`config.mk`:
```
export PLATFORM = sky130hd
export DESIGN_NAME = hbf_out_buf_flat
export DESIGN_NICKNAME = d
export VERILOG_FILES = /design/src/design/hbf_pkg.sv /design/src/design/hbf_channels.sv /design/src/design/hbf_out_buf.sv /design/src/flat_wrapper.sv
export VERILOG_INCLUDE_DIRS = /design/src /design/src/design
export SDC_FILE = /design/constraint.sdc
export NUM_CORES = 1
export LEC_CHECK = 0
export ABC_AREA = 0
export BUFFER_PORTS_ARGS = -buffer_cell sky130_fd_sc_hd__buf_4
export CAP_MARGIN = 40
export CELL_PAD_IN_SITES_DETAIL_PLACEMENT = 1
export CELL_PAD_IN_SITES_GLOBAL_PLACEMENT = 2
export CORE_MARGIN = 10
export CORE_UTILIZATION = 39
export DETAILED_ROUTE_END_ITERATION = 8
export GPL_TIMING_DRIVEN = 0
export PLACE_DENSITY_LB_ADDON = 0.25
export SKIP_LAST_GASP = 1
export SLEW_MARGIN = 40
export SYNTH_ARGS = -nofsm -noshare
export SYNTH_HDL_FRONTEND = slang
export SYNTH_SLANG_ARGS = --single-unit
```
`constraint.sdc`:
```
create_clock -name clock -period 8.3 [get_ports clock]
set_input_delay 0 -clock clock [delete_from_list [all_inputs] [get_ports clock]]
set_output_delay 0 -clock clock [all_outputs]
set_load 0.02 [all_outputs]
```
`src/design/harmonic_bond_force_macros.svh`:
```
// Assertion shorthands shared by the design files.
// Both forms sample on the rising clock edge and are quiet while reset is high.
`ifndef HARMONIC_BOND_FORCE_MACROS_SVH
`define HARMONIC_BOND_FORCE_MACROS_SVH

// The consequent must hold in the same cycle as the antecedent.
`define HBF_ASSERT_NOW(label, ante, cons, msg) \
   label: assert property (@(posedge clock) disable iff (reset) (ante) |-> (cons)) \
      else $error(msg);

// The consequent must hold in the cycle after the antecedent.
`define HBF_ASSERT_NEXT(label, ante, cons, msg) \
   label: assert property (@(posedge clock) disable iff (reset) (ante) |=> (cons)) \
      else $error(msg);

`endif

```
`src/design/hbf_pkg.sv`:
```
`timescale 1ns / 1ps
`default_nettype none

package hbf_pkg;

   // Pipeline depths of the two digit-recurrence units.
   localparam int SqrtSteps = 33;
   localparam int DivSteps  = 50;

   // Saturation values of the result fields.
   localparam logic [62:0] EnergyMax = {63{1'b1}};
   localparam logic [47:0] ForceMax  = {1'b0, {47{1'b1}}};
   localparam logic [47:0] ForceMin  = {1'b1, {47{1'b0}}};
   // Magnitude 2^47 on the quotient width.
   localparam logic [49:0] ForceLimit = 50'(1) << 47;

   // One beat on the request channel.
   typedef struct packed {
      logic signed [31:0] first_x;
      logic signed [31:0] first_y;
      logic signed [31:0] first_z;
      logic signed [31:0] second_x;
      logic signed [31:0] second_y;
      logic signed [31:0] second_z;
      logic        [31:0] spring_constant;
      logic        [30:0] rest_length;
   } req_payload_type;

   // One beat on the response channel.
   typedef struct packed {
      logic        [62:0] energy;
      logic signed [47:0] force_x;
      logic signed [47:0] force_y;
      logic signed [47:0] force_z;
      logic               degenerate;
   } rsp_payload_type;

   // Per-bond data carried alongside the distance computation.
   typedef struct packed {
      logic [2:0][32:0] mag;     // |d| per axis, index 0 is x
      logic [2:0]       neg;     // d below zero
      logic [2:0]       pos;     // d above zero
      logic [31:0]      spring;
      logic [30:0]      rest;
   } bond_side_type;

   // Work handed to the divider: numerators, divisor and finished energy.
   typedef struct packed {
      logic [2:0][98:0] num;
      logic [48:0]      divisor;
      logic [62:0]      energy;
      logic [2:0]       force_neg;
      logic             degenerate;
   } div_work_type;

endpackage

`default_nettype wire

```
`src/design/hbf_channels.sv`:
```
`timescale 1ns / 1ps
`default_nettype none


// Response channel: energy, force on the first atom and the degenerate flag.
interface hbf_rsp_if import hbf_pkg::*; ();
   logic            valid;
   logic            ready;
   rsp_payload_type payload;

   modport source (output valid, output payload, input ready);
   modport sink (input valid, input payload, output ready);
endinterface

`default_nettype wire

```
`src/design/hbf_out_buf.sv`:
```
`timescale 1ns / 1ps
`default_nettype none
`include "harmonic_bond_force_macros.svh"

// Two-entry output buffer; the pipeline advances whenever it has room.
module hbf_out_buf import hbf_pkg::*; (
   input  logic            clock,
   input  logic            reset,
   input  logic            in_valid,
   input  rsp_payload_type in_data,
   output logic            advance,
   hbf_rsp_if.source       rsp_chan
);

   logic [1:0]      count_ff, count_in;
   logic            wr_ptr_ff, wr_ptr_in;
   logic            rd_ptr_ff, rd_ptr_in;
   rsp_payload_type entry_ff [2];
   logic            push;
   logic            pop;

   assign advance = (count_ff != 2'd2);
   assign push    = in_valid && advance;
   assign pop     = rsp_chan.valid && rsp_chan.ready;

   assign rsp_chan.valid   = (count_ff != 2'd0);
   assign rsp_chan.payload = entry_ff[rd_ptr_ff];

   // Occupancy and pointer update.
   always_comb begin
      case ({push, pop})
         2'b10:   count_in = count_ff + 2'd1;
         2'b01:   count_in = count_ff - 2'd1;
         default: count_in = count_ff;
      endcase
      wr_ptr_in = push ? !wr_ptr_ff : wr_ptr_ff;
      rd_ptr_in = pop ? !rd_ptr_ff : rd_ptr_ff;
   end

   always_ff @(posedge clock) begin
      if (reset) begin
         count_ff  <= '0;
         wr_ptr_ff <= 1'b0;
         rd_ptr_ff <= 1'b0;
      end else begin
         count_ff  <= count_in;
         wr_ptr_ff <= wr_ptr_in;
         rd_ptr_ff <= rd_ptr_in;
      end
   end

   // Buffer storage.
   always_ff @(posedge clock) begin
      if (push) begin
         entry_ff[wr_ptr_ff] <= in_data;
      end
   end

   `HBF_ASSERT_NEXT(a_stall_holds_result, in_valid && !advance, in_valid && $stable(in_data), "stalled result left the pipeline end")
   `HBF_ASSERT_NEXT(a_pop_decrements, pop && !push, count_ff == $past(count_ff) - 2'd1, "buffer count did not drop on a taken beat")
   `HBF_ASSERT_NEXT(a_push_increments, push && !pop, count_ff == $past(count_ff) + 2'd1, "buffer count did not rise on a stored beat")
   `HBF_ASSERT_NOW(a_degenerate_zero_force, rsp_chan.valid && rsp_chan.payload.degenerate, rsp_chan.payload.force_x == '0 && rsp_chan.payload.force_y == '0 && rsp_chan.payload.force_z == '0, "degenerate bond with nonzero force")

endmodule

`default_nettype wire

```
`src/flat_wrapper.sv`:
```
// flat-port wrapper written by rule: the top's interface ports become plain ports
module hbf_out_buf_flat import hbf_pkg::*;
  (clock, reset, in_valid, in_data, advance, rsp_chan_valid, rsp_chan_payload, rsp_chan_ready);
  hbf_rsp_if rsp_chan_i ();
  input  logic clock;
  input  logic reset;
  input  logic in_valid;
  input  rsp_payload_type in_data;
  output logic advance;
  output wire logic [$bits(rsp_chan_i.valid)-1:0] rsp_chan_valid;
  output wire logic [$bits(rsp_chan_i.payload)-1:0] rsp_chan_payload;
  input wire logic [$bits(rsp_chan_i.ready)-1:0] rsp_chan_ready;
  assign rsp_chan_valid = rsp_chan_i.valid;
  assign rsp_chan_payload = rsp_chan_i.payload;
  assign rsp_chan_i.ready = rsp_chan_ready;
  hbf_out_buf u_core (.clock(clock), .reset(reset), .in_valid(in_valid), .in_data(in_data), .advance(advance), .rsp_chan(rsp_chan_i));
endmodule
```
==> flow_summary.toml <==
[outcome]
outcome = "finished, final reports clean"

[setup_path]
crit_required_ns = 8.53
worst_r2r_path_depth = 5
cp_max_fo = 36
r2r_setup_slack_ns = 6.07
end_kind = "flip-flop"
cp-start-kind = "flip-flop"
crit_arrival_ns = 2.46
critPathKind = "flip-flop to flip-flop"

[global_routing]
grt_max_degree = 75
overflow = 0
grt_pass1_wl_mm = 63.06
grtUsageTotal_pct = 17.29
grt_pass1_vias = 9955
grt_antenna_before_repair = 4

[die]
core_mm2 = 0.03973
start_util_pct = 39.36
die_h_um = 220.2
die_x_um = 220.2
die_area_mm2 = 0.04851
io_pins = 422
num_rows = 73

[timing]
drv_slew = 0
tns_ns = 0
whs_ns = 0.1693
max_slew_margin_pct = 71.62
finalSetupViolations = 0
hold_viol = 0
finClkSkew_ns = 0.008971
period_minus_slack_ns = 2.232
tightest_slew_ns = 0.4257
timing.final.crit_share_pct = 26.90
rsz0062_at_grt = "false"
fmax_mhz = 447.9

[power_and_ir_drop]
power.density_mw_per_mm2 = 302.4
ir_drop_v = 0.0002239
power_leakage_nw = 8.865

[synth]
synth-seq-cells = 421
synth-edff-count = 416
synth.net_count = 884
avgSynthCellArea_um2 = 23.30
yosysWarnings = 0
yosysSeqAreaShare_pct = 80.52
synth.area.top_cells = "edfxtp_1, mux2_4, mux2_2, buf_6, dfxtp_1"
syn_inst = 671
synthTopCellsByCount = "edfxtp_1, mux2_2, mux2_4, buf_6, buf_2"
yosysUniqueCellTypes = 23
yosys.area.top_type = "edfxtp_1"
synth_top_flop_cell = "edfxtp_1"
async_flop_share_pct = 0
synth_most_common_cell = "edfxtp_1"
syn_area_mm2 = 0.01564
synth_top_area_share_pct = 79.88

[drt]
drc_errors = 0
avgViaCountPerCell = 4.587
drtPass1Iterations = 4
wire_per_inst_um = 22.53
vias = 8812
postRouteAntennaNets = 0
routed_wl_mm = 43.29
drtIter0Drc = 424

[clock_network]
clockBufferDepth = 3
cts_tree = "yes"
clkLatencyLatePin_ns = 0.55
cts_num_sinks = 421
cts_made_buffers = 45
cts_resized = 0
cts_root_buffer = "clkbuf_16"
htree_levels = 2
clk_pin_slew_ns = 0.06

[cells_and_area]
layout-drive-gt1-share_pct = 51.47
multiInputGateArea_mm2 = 0.002841
n_fill_cell = 3585
area_growth_pct = 47.86
finalNetCount = 1573
seq_area_mm2 = 0.01259

[hold_path]
hp-class = "primary input to flip-flop"
hold_depth = 2

[place]
numPortBuffers = 421
place_congestion = 0.7167
place_hpwl_mm = 28.68

[flow_run]
maxCapViolations = 0
-- final timing paths --
| path | start | end |
|---|---|---|
| worst max-delay path | u_core.count_ff[0]$_SDFFE_PP0P_ | u_core.entry_ff[1][108]$_DFFE_PP_ |
| worst min-delay path | in_data[24] | u_core.entry_ff[1][24]$_DFFE_PP_ |
| worst max register to register | u_core.count_ff[0]$_SDFFE_PP0P_ | u_core.entry_ff[1][108]$_DFFE_PP_ |
| worst min register to register | u_core.count_ff[1]$_SDFFE_PP0P_ | u_core.count_ff[1]$_SDFFE_PP0P_ |
-- where the power goes --
group	switching, mW	internal (mW)	leakage, nW
Clock	0.771	1.06	0.643
Combinational	1.27	1.14	4.29
Sequential	0.0703	2.68	3.93
Total	2.12	4.88	8.86
-- layer usage --
layer / up-vias / part of all wire [%] / track usage (%)
met1: 4425 / 37 / 19.11
met4: 2 / 2.0 / 5.341
li1: 4058 / - / -
met5: - / 0.030 / 0
met3: 48 / 8.9 / 6.268
met2: 279 / 52 / 30.51
-- through the flow --
step | util, % | power (mW) | worst slack (ns) | cells | cell area, um2
detailed placement | 49.51 | 5.140 | 6.043 | 1626 | 19670
floorplan | - | 4.212 | 2.167 | 671 | 15640
CTS | 58.17 | 7.082 | 6.027 | 1918 | 23110
finish | 58.19 | 6.993 | 6.068 | 1921 | 23120
global placement | 48.97 | 5.180 | -0.9018 | 1617 | 19450
global route | 58.19 | 7.299 | 5.892 | 1921 | 23120
-- flip-flops by register name (all words and copies together), names as in the netlist, named ones only --
signal and cells:
u_core.count_ff 2, u_core.rd_ptr_ff 1, u_core.entry_ff 416, u_core.wr_ptr_ff 1
-- worst max-delay path: stages (launching register included) --
cell      delay, ns
dfxtp_1        0.41
nand2b_1       0.23
and3_4         0.45
buf_12         0.26
buf_12         0.25
buf_12         0.26
-- repair_timing --
action / in CTS / in global routing
hold buffers: 212 / 0
endpoints found under the hold margin: 421 / 0
buffers inserted: 0 / 0
-- cell families (layout without fill, tap and decap cells) --
logic type                 Yosys count  after routing  synth area share (%)
AOI/OAI and AO/OA                    5              5                0.2080
xor gates and xnor gates             3              3                0.1681
adders and majority gates            1              1               0.08000
buffers and inverters               24            746                 1.336
DFF                                421            421                 80.52
muxes                              208            208                 17.38
other                                0              3                     0
and+or+nand+nor                      9              9                0.3041
-- cells in the final DEF, fill, tap and decap left out, drive strengths merged --
| master | synthesis | routed |
|---|---|---|
| nand3b | 1 | 1 |
| bufinv | 0 | 2 |
| a21oi | 2 | 2 |
| diode | 0 | 3 |
| nor2 | 3 | 3 |
| mux2 | 208 | 208 |
| and3 | 1 | 1 |
| dlygate4sd3 | 0 | 212 |
| dfxtp | 5 | 5 |
| a21bo | 1 | 1 |
| or3 | 1 | 1 |
| clkinv | 0 | 17 |
| xor2 | 1 | 1 |
| xnor2 | 2 | 2 |
| o21ai | 1 | 1 |
| edfxtp | 416 | 416 |
| ha | 1 | 1 |
| nand2 | 1 | 1 |
| buf | 23 | 453 |
| o21a | 1 | 1 |
| or2 | 1 | 1 |
| inv | 1 | 2 |
| nand2b | 1 | 1 |
| clkbuf | 0 | 60 |
-- cell type report --
class	count	share of cell area, %
sequential	421	54.46
timing repair buffer	642	23.72
multi-input combinational	226	12.29
clock buffer	60	5.114
tap	525	2.841
buffer	23	0.8875
clock inverter	20	0.6007
inverter	1	0.04870
antenna	3	0.03247
Power figures use the tool's default switching activity.
